--- src/hdl/bdq_pkg.sv ---
package bdq_pkg;

  localparam int DEPTH  = 32;
  localparam int AW     = (DEPTH > 1) ? $clog2(DEPTH) : 1;
  localparam int CW     = $clog2(DEPTH + 1);
  localparam int WORD_W = 32;
  localparam int ACT_W  = 3;
  localparam int KIND_W = 3;
  localparam int CLS_W  = 3;

  localparam logic [AW-1:0] LAST_SLOT = AW'(DEPTH - 1);
  localparam logic [CW-1:0] FULL_OCC  = CW'(DEPTH);

  localparam logic [ACT_W-1:0] ACT_PUSH_FRONT = 3'd0;
  localparam logic [ACT_W-1:0] ACT_PUSH_BACK  = 3'd1;
  localparam logic [ACT_W-1:0] ACT_POP_FRONT  = 3'd2;
  localparam logic [ACT_W-1:0] ACT_POP_BACK   = 3'd3;
  localparam logic [ACT_W-1:0] ACT_DISPLAY    = 3'd4;
  localparam logic [ACT_W-1:0] ACT_COUNT      = 3'd5;
  localparam logic [ACT_W-1:0] ACT_SEARCH     = 3'd6;

  localparam logic [KIND_W-1:0] K_ENTRY  = 3'd0;
  localparam logic [KIND_W-1:0] K_COUNT  = 3'd1;
  localparam logic [KIND_W-1:0] K_FOUND  = 3'd2;
  localparam logic [KIND_W-1:0] K_ABSENT = 3'd3;
  localparam logic [KIND_W-1:0] K_EMPTY  = 3'd4;
  localparam logic [KIND_W-1:0] K_FULL   = 3'd5;

  localparam logic [CLS_W-1:0] CLS_NONE   = 3'd0;
  localparam logic [CLS_W-1:0] CLS_PUSH   = 3'd1;
  localparam logic [CLS_W-1:0] CLS_POP    = 3'd2;
  localparam logic [CLS_W-1:0] CLS_LIST   = 3'd3;
  localparam logic [CLS_W-1:0] CLS_SEARCH = 3'd4;

  typedef struct packed {
    logic [CLS_W-1:0]  cls;
    logic              at_front;
    logic              with_count;
    logic [WORD_W-1:0] value;
  } cmd_t;

  typedef struct packed {
    logic [KIND_W-1:0] kind;
    logic [WORD_W-1:0] data;
    logic              last;
  } res_t;

endpackage

--- src/hdl/bdq_front.sv ---
module bdq_front import bdq_pkg::*; (
  input  logic              clk,
  input  logic              rst,
  input  logic              push,
  output logic              full,
  input  logic [ACT_W-1:0]  action,
  input  logic [WORD_W-1:0] value,
  output logic              cmd_valid,
  input  logic              cmd_take,
  output cmd_t              cmd
);

  cmd_t       slots [2];
  cmd_t       cls_cmd;
  logic       wp;
  logic       rp;
  logic [1:0] fill;
  logic       wr;
  logic       rd;

  always_comb begin
    cls_cmd.value      = value;
    cls_cmd.at_front   = 1'b0;
    cls_cmd.with_count = 1'b0;
    unique case (action)
      ACT_PUSH_FRONT: begin
        cls_cmd.cls      = CLS_PUSH;
        cls_cmd.at_front = 1'b1;
      end
      ACT_PUSH_BACK: cls_cmd.cls = CLS_PUSH;
      ACT_POP_FRONT: begin
        cls_cmd.cls      = CLS_POP;
        cls_cmd.at_front = 1'b1;
      end
      ACT_POP_BACK: cls_cmd.cls = CLS_POP;
      ACT_DISPLAY:  cls_cmd.cls = CLS_LIST;
      ACT_COUNT: begin
        cls_cmd.cls        = CLS_LIST;
        cls_cmd.with_count = 1'b1;
      end
      ACT_SEARCH: cls_cmd.cls = CLS_SEARCH;
      default:    cls_cmd.cls = CLS_NONE;
    endcase
  end

  assign full      = (fill == 2'd2);
  assign cmd_valid = (fill != 2'd0);
  assign cmd       = slots[rp];
  assign wr        = push && !full;
  assign rd        = cmd_take && cmd_valid;

  always_ff @(posedge clk) begin
    if (wr) begin
      slots[wp] <= cls_cmd;
    end
  end

  always_ff @(posedge clk) begin
    if (rst) begin
      wp   <= 1'b0;
      rp   <= 1'b0;
      fill <= 2'd0;
    end else begin
      if (wr) begin
        wp <= !wp;
      end
      if (rd) begin
        rp <= !rp;
      end
      if (wr && !rd) begin
        fill <= fill + 2'd1;
      end else if (rd && !wr) begin
        fill <= fill - 2'd1;
      end
    end
  end

endmodule

--- src/hdl/bdq_back.sv ---
module bdq_back import bdq_pkg::*; (
  input  logic clk,
  input  logic rst,
  input  logic cmd_valid,
  output logic cmd_take,
  input  cmd_t cmd,
  input  logic res_full,
  output logic res_push,
  output res_t res
);

  localparam logic [1:0] S_IDLE = 2'd0;
  localparam logic [1:0] S_RES  = 2'd1;
  localparam logic [1:0] S_RD   = 2'd2;
  localparam logic [1:0] S_EMIT = 2'd3;

  logic [WORD_W-1:0] mem [DEPTH];
  logic [WORD_W-1:0] rdata;

  logic [1:0]    state, state_next;
  logic [AW-1:0] front_idx, front_idx_next;
  logic [CW-1:0] occ, occ_next;
  logic [AW-1:0] slot, slot_next;
  logic [AW-1:0] cnt, cnt_next;
  cmd_t          cur, cur_next;
  res_t          pend, pend_next;

  logic          mem_we;
  logic [AW-1:0] mem_wa;
  logic [CW:0]   tail_sum;
  logic [AW-1:0] tail;
  logic [AW-1:0] front_prev;
  logic [AW-1:0] front_succ;
  logic [AW-1:0] slot_succ;
  logic          at_end;

  assign tail_sum   = (CW+1)'(front_idx) + (CW+1)'(occ);
  assign tail       = (tail_sum >= (CW+1)'(DEPTH)) ? AW'(tail_sum - (CW+1)'(DEPTH))
                                                   : AW'(tail_sum);
  assign front_prev = (front_idx == '0) ? LAST_SLOT : front_idx - AW'(1);
  assign front_succ = (front_idx == LAST_SLOT) ? '0 : front_idx + AW'(1);
  assign slot_succ  = (slot == LAST_SLOT) ? '0 : slot + AW'(1);
  assign at_end     = ((CW'(cnt) + CW'(1)) == occ);

  always_comb begin
    state_next     = state;
    front_idx_next = front_idx;
    occ_next       = occ;
    slot_next      = slot;
    cnt_next       = cnt;
    cur_next       = cur;
    pend_next      = pend;
    cmd_take       = 1'b0;
    mem_we         = 1'b0;
    mem_wa         = tail;
    res_push       = 1'b0;
    res            = pend;
    unique case (state)
      S_IDLE: begin
        if (cmd_valid) begin
          cmd_take = 1'b1;
          cur_next = cmd;
          unique case (cmd.cls)
            CLS_PUSH: begin
              if (occ == FULL_OCC) begin
                pend_next  = '{kind: K_FULL, data: '0, last: 1'b1};
                state_next = S_RES;
              end else begin
                mem_we   = 1'b1;
                occ_next = occ + CW'(1);
                if (cmd.at_front) begin
                  mem_wa         = front_prev;
                  front_idx_next = front_prev;
                end
              end
            end
            CLS_POP: begin
              if (occ == '0) begin
                pend_next  = '{kind: K_EMPTY, data: '0, last: 1'b1};
                state_next = S_RES;
              end else begin
                occ_next = occ - CW'(1);
                if (cmd.at_front) begin
                  front_idx_next = front_succ;
                end
              end
            end
            CLS_LIST, CLS_SEARCH: begin
              if (occ == '0) begin
                pend_next  = '{kind: (cmd.cls == CLS_LIST) ? K_EMPTY : K_ABSENT,
                               data: '0, last: 1'b1};
                state_next = S_RES;
              end else begin
                slot_next  = front_idx;
                cnt_next   = '0;
                state_next = S_RD;
              end
            end
            default: ;
          endcase
        end
      end
      S_RES: begin
        res_push = !res_full;
        if (!res_full) begin
          state_next = S_IDLE;
        end
      end
      S_RD: begin
        state_next = S_EMIT;
      end
      S_EMIT: begin
        if (cur.cls == CLS_LIST) begin
          res = '{kind: K_ENTRY, data: rdata, last: !cur.with_count && at_end};
          if (!res_full) begin
            res_push = 1'b1;
            if (at_end) begin
              if (cur.with_count) begin
                pend_next  = '{kind: K_COUNT, data: WORD_W'(occ), last: 1'b1};
                state_next = S_RES;
              end else begin
                state_next = S_IDLE;
              end
            end else begin
              cnt_next   = cnt + AW'(1);
              slot_next  = slot_succ;
              state_next = S_RD;
            end
          end
        end else begin
          if (rdata == cur.value) begin
            pend_next  = '{kind: K_FOUND, data: '0, last: 1'b1};
            state_next = S_RES;
          end else if (at_end) begin
            pend_next  = '{kind: K_ABSENT, data: '0, last: 1'b1};
            state_next = S_RES;
          end else begin
            cnt_next   = cnt + AW'(1);
            slot_next  = slot_succ;
            state_next = S_RD;
          end
        end
      end
      default: state_next = S_IDLE;
    endcase
  end

  always_ff @(posedge clk) begin
    if (mem_we) begin
      mem[mem_wa] <= cmd.value;
    end
    rdata <= mem[slot];
  end

  always_ff @(posedge clk) begin
    if (rst) begin
      state     <= S_IDLE;
      front_idx <= '0;
      occ       <= '0;
    end else begin
      state     <= state_next;
      front_idx <= front_idx_next;
      occ       <= occ_next;
    end
  end

  always_ff @(posedge clk) begin
    slot <= slot_next;
    cnt  <= cnt_next;
    cur  <= cur_next;
    pend <= pend_next;
  end

endmodule

--- src/hdl/bdq_outq.sv ---
module bdq_outq import bdq_pkg::*; (
  input  logic clk,
  input  logic rst,
  input  logic res_push,
  input  res_t res_in,
  output logic res_full,
  input  logic pop,
  output logic empty,
  output res_t res_out
);

  res_t       slots [2];
  logic       wp;
  logic       rp;
  logic [1:0] fill;
  logic       wr;
  logic       rd;

  assign res_full = (fill == 2'd2);
  assign empty    = (fill == 2'd0);
  assign res_out  = slots[rp];
  assign wr       = res_push && !res_full;
  assign rd       = pop && !empty;

  always_ff @(posedge clk) begin
    if (wr) begin
      slots[wp] <= res_in;
    end
  end

  always_ff @(posedge clk) begin
    if (rst) begin
      wp   <= 1'b0;
      rp   <= 1'b0;
      fill <= 2'd0;
    end else begin
      if (wr) begin
        wp <= !wp;
      end
      if (rd) begin
        rp <= !rp;
      end
      if (wr && !rd) begin
        fill <= fill + 2'd1;
      end else if (rd && !wr) begin
        fill <= fill - 2'd1;
      end
    end
  end

endmodule

--- src/hdl/bounded_deque_with_search_core.sv ---
// Bounded double-ended queue of DEPTH signed 32-bit words in a ring memory,
// with push/pop at either end, display, count and search. Words enter through
// a two-deep command queue and results leave through a two-deep result queue,
// so both sides may stall freely. A successful push or pop is retired by the
// executor from its idle state once it reaches the head of the command queue.
// Display, count and search walk the held words one at a time (registered
// memory read, then compare or emit, emitting only while the result queue has
// room); search stops at the first match. Pop on empty, display or count on
// empty give one empty error, and a push on a full queue gives one full error.
module bounded_deque_with_search_core import bdq_pkg::*; (
  input  logic                     clk,
  input  logic                     rst,
  input  logic                     push,
  output logic                     full,
  input  logic [ACT_W-1:0]         action,
  input  logic signed [WORD_W-1:0] value,
  output logic                     empty,
  input  logic                     pop,
  output logic [KIND_W-1:0]        kind,
  output logic signed [WORD_W-1:0] data,
  output logic                     last
);

  logic cmd_valid;
  logic cmd_take;
  cmd_t cmd;
  logic res_full;
  logic res_push;
  res_t res;
  res_t res_out;

  bdq_front u_front (
    .clk       (clk),
    .rst       (rst),
    .push      (push),
    .full      (full),
    .action    (action),
    .value     (value),
    .cmd_valid (cmd_valid),
    .cmd_take  (cmd_take),
    .cmd       (cmd)
  );

  bdq_back u_back (
    .clk       (clk),
    .rst       (rst),
    .cmd_valid (cmd_valid),
    .cmd_take  (cmd_take),
    .cmd       (cmd),
    .res_full  (res_full),
    .res_push  (res_push),
    .res       (res)
  );

  bdq_outq u_outq (
    .clk      (clk),
    .rst      (rst),
    .res_push (res_push),
    .res_in   (res),
    .res_full (res_full),
    .pop      (pop),
    .empty    (empty),
    .res_out  (res_out)
  );

  assign kind = res_out.kind;
  assign data = res_out.data;
  assign last = res_out.last;

endmodule

--- config.mk ---
export PLATFORM = sky130hd
export DESIGN_NAME = bounded_deque_with_search_core
export DESIGN_NICKNAME = d
export VERILOG_FILES = /design/src/hdl/bdq_pkg.sv /design/src/hdl/bdq_front.sv /design/src/hdl/bdq_back.sv /design/src/hdl/bdq_outq.sv /design/src/hdl/bounded_deque_with_search_core.sv
export SDC_FILE = /design/constraint.sdc
export NUM_CORES = 1
export LEC_CHECK = 0
export BUFFER_PORTS_ARGS = -buffer_cell sky130_fd_sc_hd__buf_2
export CAP_MARGIN = 5
export CORE_ASPECT_RATIO = 0.8
export CORE_MARGIN = 2
export CORE_UTILIZATION = 60
export CTS_BUF_LIST = sky130_fd_sc_hd__clkbuf_4 sky130_fd_sc_hd__clkbuf_8
export DETAILED_ROUTE_END_ITERATION = 10
export GPL_ROUTABILITY_DRIVEN = 0
export PLACE_DENSITY = 0.78
export SLEW_MARGIN = 20
export SYNTH_ARGS = -nofsm -noshare
export SYNTH_HDL_FRONTEND = slang
export SYNTH_HIERARCHICAL = 1
export SYNTH_SLANG_ARGS = --single-unit
--- constraint.sdc ---
create_clock -name clk -period 5.9 [get_ports clk]
set_clock_uncertainty 0.15 [all_clocks]
set_input_delay 0.885 -clock clk [delete_from_list [all_inputs] [get_ports clk]]
set_output_delay 0.885 -clock clk [all_outputs]
set_load 0.02 [all_outputs]
**Word level (Yosys, flattened, before mapping)**

Memories as Yosys holds them, arrays and structs flattened. A register that Yosys moved wholly into a read port is not among the register bits.
Cells that the tools add are included.

- Bits in registers: 103
- Memory bits (writable): 1170
- Bits of input ports: 39
- Output and inout port bits: 38
- Word-level logic and storage cells: 201
- Memories: 3

Memories:

| memory | depth | width | read ports | clocked after Yosys merged registers in | write ports | RTL line | text |
|---|---|---|---|---|---|---|---|
| u_back.mem | 32 | 32 | 1 | 1 | 1 | bdq_back.sv:17 | `logic [WORD_W-1:0] mem [DEPTH];` |
| u_front.slots | 2 | 37 | 1 | 1 | 1 | bdq_front.sv:13 | `cmd_t slots [2];` |
| u_outq.slots | 2 | 36 | 1 | 1 | 1 | bdq_outq.sv:12 | `res_t slots [2];` |

- Add/subtract/negate cells: 13
- Order comparisons: 1
- Equal/unequal tests: 38
- Mux-type cells: 87
- Reductions and logical operators: 42

Operators with widths:

| cell | number |
|---|---|
| 36-bit two-way mux | 12 |
| 5-bit two-way mux | 27 |
| 36-bit case mux with 3 select lines | 1 |
| 36-bit case mux with 2 select lines | 1 |
| 32-bit == test | 1 |
| 5-bit case mux with 2 select lines | 3 |
| 2-bit two-way mux | 14 |
| 1-bit two-way mux | 21 |
| 3-bit by 2-bit != test with 1-bit output, second input constant | 6 |
| 5-bit by 1-bit adder with 5-bit output, second input constant | 3 |
| 3-bit by 2-bit == test with 1-bit output, second input constant | 5 |
| 3-bit == test, second input constant | 4 |
| 1-bit zero test | 12 |
| 6-bit two-way mux | 2 |
| 2-bit != test, second input constant | 6 |
| 3-bit case mux with 4 select lines | 1 |
| 6-bit case mux with 2 select lines | 1 |
| 6-bit AND reduction | 2 |
| 5-bit == test, second input constant | 2 |
| 10-bit AND reduction | 1 |
| 2-bit nonzero test | 5 |
| 2-bit OR reduction | 5 |
| 5-bit by 1-bit subtractor with 5-bit output, second input constant | 2 |
| 1-bit logical AND | 9 |
| 27 further kinds | 35 |

**Depth between registers and ports, before layout**

Gate-level depths: netlist (run 1).

- Word-level depth: 9
- Mapped depth: 13

**By module**

Netlist (run 1), hierarchy kept.

Modules (own cells, without submodules):

| module | instances | cells each | area an instance (um^2) |
|---|---|---|---|
| bdq_back | 1 | 2272 | 43975.9 |
| bdq_front | 1 | 145 | 2916.5 |
| bdq_outq | 1 | 137 | 2807.7 |

**Least setup slack after synthesis (run 1)**

Ideal clock, no wire load.

- Path kind: register -> register
- Start point: reg (tool-made name)
- End point: mem u_back.mem[13][0], enable pin
- Setup time: 0.461 ns
- Arrival time: 4.718 ns
- Path slack: 0.571 ns
- Stages on the path, launching flop included: 12
- Path buffers: 4
- Clock period less this slack: 5.329 ns
- Cell sequence: dfxtp_1 buf_2 mux2_2 buf_2 nand2b_1 a311o_1 or2_1 buf_6 mux2_4 xnor2_4 buf_6 nor3_1

RTL lines:

| what | RTL line |
|---|---|
| to (decl) | bdq_back.sv:17 |

==> results of run 1 <==
[logic make-up (layout without fill, tap and decap cells)]
family,Yosys count,after routing
flip-flops,1280,1280
adder cells (fa/ha/maj),22,22
buffers and inverters,159,486
AND/OR/NAND/NOR,221,221
multiplexers,440,440
AO/OA/AOI/OAI,368,368
XOR/XNOR,64,64
other,0,7
[flip-flops by register name, summed over array words and instances, names as in the netlist, 6 cells and up, named ones only]
register       flops
u_back/pend        9
u_back/occ         6
u_back/cur        36
u_back/rdata      32
u_front/slots     74
u_back/mem      1024
u_outq/slots      72
[cell usage after synthesis, drive strengths merged (2+ instances only)]
cell and number:
nand4 4, or3b 3, mux2 83, mux4 160
mux2i 197, a211oi 34, or2 3, fa 2
o221ai 96, nand3 5, xnor2 18, and2 39
nor3b 2, o22ai 67, a31oi 2, a211o 3
clkbuf 70, o21ba 2, o21ai 51, nor2 36
nor4 9, nand2 51, nand2b 7, a21o 38
ha 20, inv 22, nor4b 2, o2bb2ai 2
buf 66, or3 7, edfxtp 1225, a21oi 52
o31ai 7, and3 4, nor3 38, o211ai 2
dfxtp 55, nor2b 5, xor2 46, nand3b 3
[stage by stage]
step	utilization, %	setup WS, ps
after floorplan	-	571
after global placement	62.8	1860
after detailed placement	62.8	1740
after CTS	67.2	1720
after global routing	67.2	1540
final	67.2	1660
[cell type report]
cell class,instances,share of cell area [%]
Tap cell,1104,2.50
Sequential cell,1280,68.7
Timing Repair Buffer,137,1.65
Clock inverter,63,0.696
Antenna cell,7,0.0317
Inverter,23,0.156
Clock buffer,263,5.82
Multi-Input combinational cell,1115,20.5
[layer usage]
layer	wire (um)	vias up	track usage, %
met5	13	-	0
met2	55700	1863	43.8
met4	3610	2	9.88
li1	-	10900	-
met1	45700	13400	40.9
met3	15400	222	7.48
[worst paths after layout]
check	from	endpoint	slack, ps	cells after the start
max	register	u_back/mem[13][8]	1660	9
min	value[1]	u_front/slots[0][1]	100	1
max reg2reg	register	u_back/mem[13][8]	1660	9
min reg2reg	u_front/wp	u_front/wp	340	2
[power by group]
| group | switching [mW] | internal, mW | total, mW |
|---|---|---|---|
| clock network | 3.20 | 3.62 | 6.82 |
| logic | 3.71 | 1.61 | 5.31 |
| registers | 0.362 | 11.4 | 11.7 |
[worst max-delay path: stages, from the launching register on]
cell and delay [ps]:
dfxtp_2 380, buf_4 420, mux2_2 500, nand2b_1 190, a311o_1 380, or2_1 330
mux2i_1 350, nand2_1 350, nor3_2 240, buf_4 550
==> impl_metrics.csv, run 1 <==
group,metric,value,unit
yosys,netlist_area,49700,sq um
detailed_routing,dr_total_vias,26400,
floorplan,fp.dieH,261,um
placed_design,place_hpwl,71700,um
yosys,synth_compound_area_share,5.17,%
detailed_routing,first_pass_iters,6,
sta,setup_viol,0,
layout,drive_above_1_share,25.1,%
clock_tree,cts_tree,"yes",
layout,area_growth,11.0,%
yosys,ys.flop_type,"edfxtp_1",
clock_tree,insertion_delay,840,ps
clock_tree,cts_root_buf,"clkbuf_8",
placed_design,io_buffer_count,76,
layout,final_cell_mix,"edfxtp_1, clkbuf_8, mux2i_1, mux4_2, o221ai_1",
yosys,synth_top_family_by_area,"multiplexers",
setup_path,crit_arrival,4530,ps
layout,nets,2799,
grt,antenna_found_initial,10,
detailed_routing,finalWirelength,120000,um
outcome,outcome,"finished, final reports clean",
sta,setup_tns,0,ps
layout,seqCellArea,37900,sq um
setup_path,cp.required,6190,ps
sta,rsz0062_at_grt,"false",
clock_tree,clock-sinks,1280,
yosys,synth_xor_area_share,1.20,%
job,maxCapViolations,0,
layout,nFillCells,5106,
yosys,synth.top_cell.area_share,74.0,%
setup_path,endpoint_kind,"register",
sta,clock.fmax,0.236,GHz
detailed_routing,ant_nets,0,
setup_path,start_kind,"register",
grt,grt_pass1_vias,26000,
clock_tree,clockBufferDepth,3,
yosys,ys_types,65,
grt,grt_pass1_wl,175000,um
worst_hold_path,hp-class,"primary input to register",
yosys,avgSynthCellArea,19.5,sq um
detailed_routing,viasPerCell,6.62,
sta,slew_headroom,30.6,%
floorplan,die_area,85200,sq um
clock_tree,cts_htree_levels,4,
power_and_ir_drop,leakage,18.3,nW
power_and_ir_drop,totalPowerFinal,23.9,mW
yosys,syn-num-nets,2615,
setup_path,cp_max_fo,33,
detailed_routing,wl_per_cell,30.2,um
floorplan,core,82100,sq um
yosys,synth_edf_count,1225,
placed_design,post_dp_cell_area,51600,sq um
clock_tree,cts_buffers,181,
yosys,seq_area_frac_synth,76.2,%
sta,fin_crit,4240,ps
floorplan,start_util,60.5,%
yosys,synth-seq-cells,1280,
sta,fin_crit_sh,71.9,%
floorplan,fp-row-count,94,
sta,hold_ws,101,ps
power_and_ir_drop,vdd_drop_max,0.540,mV
clock_tree,post_cts_resized,0,
grt,grt-ovfl-total,0,
detailed_routing,drcViolationCount,0,
clock_tree,cts_hold_buf,0,
yosys,yosys.area_share.simple,2.33,%
layout,fin_area,55200,sq um
layout,final_common_cell,"edfxtp_1",
clock_tree,cts_setup_buffers,0,
yosys,yosysWarnings,6,
yosys,synth_area_leaders,"edfxtp_1, mux4_2, mux2i_1",
power_and_ir_drop,cellPowerDensity,433,nW/um^2
floorplan,die_x,326,um
layout,multiInputGateArea,11300,sq um
detailed_routing,drtIter0Drc,3926,
grt,track_usage,28.7,%
yosys,synthCells,2554,
grt,grt_max_degree,120,
yosys,async_flop_share,0,%
sta,worst_slew_pin_slew,1040,ps
setup_path,path_class,"register to register",
clock_tree,path_clk_slew,60,ps
yosys,synth.largest_area_cell,"edfxtp_1",
placed_design,dpl.cell_count,3659,
yosys,synth_adder_area_share,0.584,%
layout,stdcell_count,3992,
yosys,synthMuxAreaShare,13.1,%
sta,drv_slew,0,
sta,hold_viol,0,
floorplan,io-pin-count,77,
Power figures use the tool's default switching activity.
==> run 2: changes to the inputs <==
==> constraint.sdc (replaced) <==
create_clock -name clk -period 4.05 [get_ports clk]
set_clock_uncertainty 0.15 [all_clocks]
set_input_delay 0.6075 -clock clk [delete_from_list [all_inputs] [get_ports clk]]
set_output_delay 0.6075 -clock clk [all_outputs]
set_load 0.02 [all_outputs]
==> run 2 against run 1 <==
  * Largest cell class unchanged
  * Die area unchanged
  * Combinational power up 60%
  * Worst hold slack worse by 36 ps
  * Via count up 2.0%
==> impl_metrics.csv, run 2 (same netlist as run 1, synthesis figures left out) <==
group,metric,value,unit
sta,setup_viol,0,
clock_tree,cts_setup_buffers,0,
detailed_routing,ant_nets,0,
power_and_ir_drop,vdd_drop_max,0.490,mV
setup_path,critPathMostFrequentCell,"buf_4",
setup_path,slowest_stage,"a311o_1",
clock_tree,clockBufferDepth,3,
setup_path,cp.required,4390,ps
detailed_routing,first_pass_iters,6,
worst_hold_path,hp-class,"primary input to register",
power_and_ir_drop,totalPowerFinal,35.7,mW
setup_path,path_class,"register to register",
floorplan,die_area,85200,sq um
setup_path,critical-path-top-delay-family,"simple AND/OR/NAND/NOR gates",
outcome,outcome,"finished, final reports clean",
floorplan,fp.dieH,261,um
setup_path,endpoint_kind,"register",
sta,slew_headroom,23.9,%
grt,grt_max_degree,122,
power_and_ir_drop,cellPowerDensity,632,nW/um^2
layout,reg_top3,"u_back/mem: 1024 flops, u_front/slots: 74 flops, u_outq/slots: 72 flops",
layout,area_growth,13.7,%
setup_path,crit_arrival,4270,ps
sta,rsz0062_at_grt,"false",
placed_design,io_buffer_count,76,
sta,worst_slew_pin_slew,1140,ps
detailed_routing,finalWirelength,125000,um
layout,final_core_util,68.8,%
floorplan,core,82100,sq um
floorplan,fp-row-count,94,
placed_design,place_hpwl,77900,um
layout,largest_reg_flops,1024,
layout,drive_above_1_share,25.9,%
clock_tree,cts_htree_levels,4,
floorplan,start_util,60.5,%
clock_tree,cts_tree,"yes",
clock_tree,insertion_delay,850,ps
detailed_routing,drcViolationCount,0,
floorplan,io-pin-count,77,
sta,clock.fmax,0.254,GHz
grt,antenna_found_initial,10,
sta,hold_viol,0,
setup_path,start_kind,"register",
grt,grt_pass1_wl,179000,um
job,maxCapViolations,0,
setup_path,cp_max_fo,23,
grt,track_usage,29.7,%
clock_tree,cts_root_buf,"clkbuf_8",
detailed_routing,dr_total_vias,26900,
detailed_routing,drtIter0Drc,4203,
layout,nFillCells,4922,
sta,fin_crit,3930,ps
setup_path,crit_chain,"mux2_2, nand2b_1, a311o_1, or2_1, mux2_4, xnor2_4, buf_4, nor3_4, buf_4",
sta,hold_ws,64.9,ps
clock_tree,post_cts_resized,0,
sta,drv_slew,0,
setup_path,cpPeakStageDelay,410,ps
clock_tree,cts_buffers,184,
layout,final_common_cell,"edfxtp_1",
sta,fin_crit_sh,97.0,%
detailed_routing,viasPerCell,6.59,
clock_tree,path_clk_slew,70,ps
floorplan,die_x,326,um
clock_tree,clock-sinks,1280,
layout,regMostFlops,"u_back/mem",
setup_path,critPathBufInv,2,
layout,nets,2887,
grt,grt_pass1_vias,26200,
detailed_routing,wl_per_cell,30.7,um
power_and_ir_drop,leakage,18.9,nW
layout,final_cell_mix,"edfxtp_1, clkbuf_8, mux2i_1, mux4_2, o221ai_1",
grt,grt-ovfl-total,0,
## run 2: cell count changes in the layout (fill, tap and decap cells not counted), sizes merged
cell / delta
clkbuf: -1
clkinv: +4
clkinvlp: +1
inv: +4
buf: +47
bufinv: +1
diode: +1
dlygate4sd3: +38
## run 2: layer usage
metal  part of all wire, %  global-route usage (%)
met1                    37                    40.7
met2                    44                    43.5
met3                    16                    12.3
met4                   3.2                    10.3
met5                 0.010                       0
## run 2: per-stage QoR
step | TNS [ps] | cells | worst slack, ps | area [sq um]
floorplan | -295140 | 2554 | -357 | 49900
global placement | 0 | 3705 | 304 | 52400
detailed placement | 0 | 3706 | 233 | 52400
CTS | 0 | 4079 | 188 | 56500
global route | 0 | 4080 | 77.6 | 56500
finish | 0 | 4087 | 120 | 56500
## run 2: cell type report
type / instances / area (sq um) / area share, %
flip-flops and latches: 1280 / 37900 / 67.1
multi-input cells: 1115 / 11500 / 20.4
clock buffers: 262 / 3200 / 5.66
repair buffers: 222 / 1940 / 3.44
well taps: 1104 / 1380 / 2.45
clock inverters: 73 / 465 / 0.824
inverters: 23 / 86.3 / 0.153
diodes: 8 / 20.0 / 0.0354
## run 2: what timing repair did
action                                 4_1_cts  5_1_grt
setup endpoints to repair                    0        0
endpoints found under the hold margin       77        0
hold buffers                                38        0
## run 2: path summary, 6_finish.rpt
check,startpoint,end,slack (ps),depth (start not counted)
worst min-delay path,rst,u_front/rp,60,2
worst max-delay path,register,u_back/mem[6][5],120,9
worst min register to register,u_outq/wp,u_outq/wp,340,2
worst max register to register,register,u_back/mem[6][5],120,9
## run 2: report_power, final
group	internal (mW)	switching [mW]	total (mW)
clock network	5.35	4.78	10.1
logic	2.54	5.95	8.48
registers	16.6	0.535	17.1
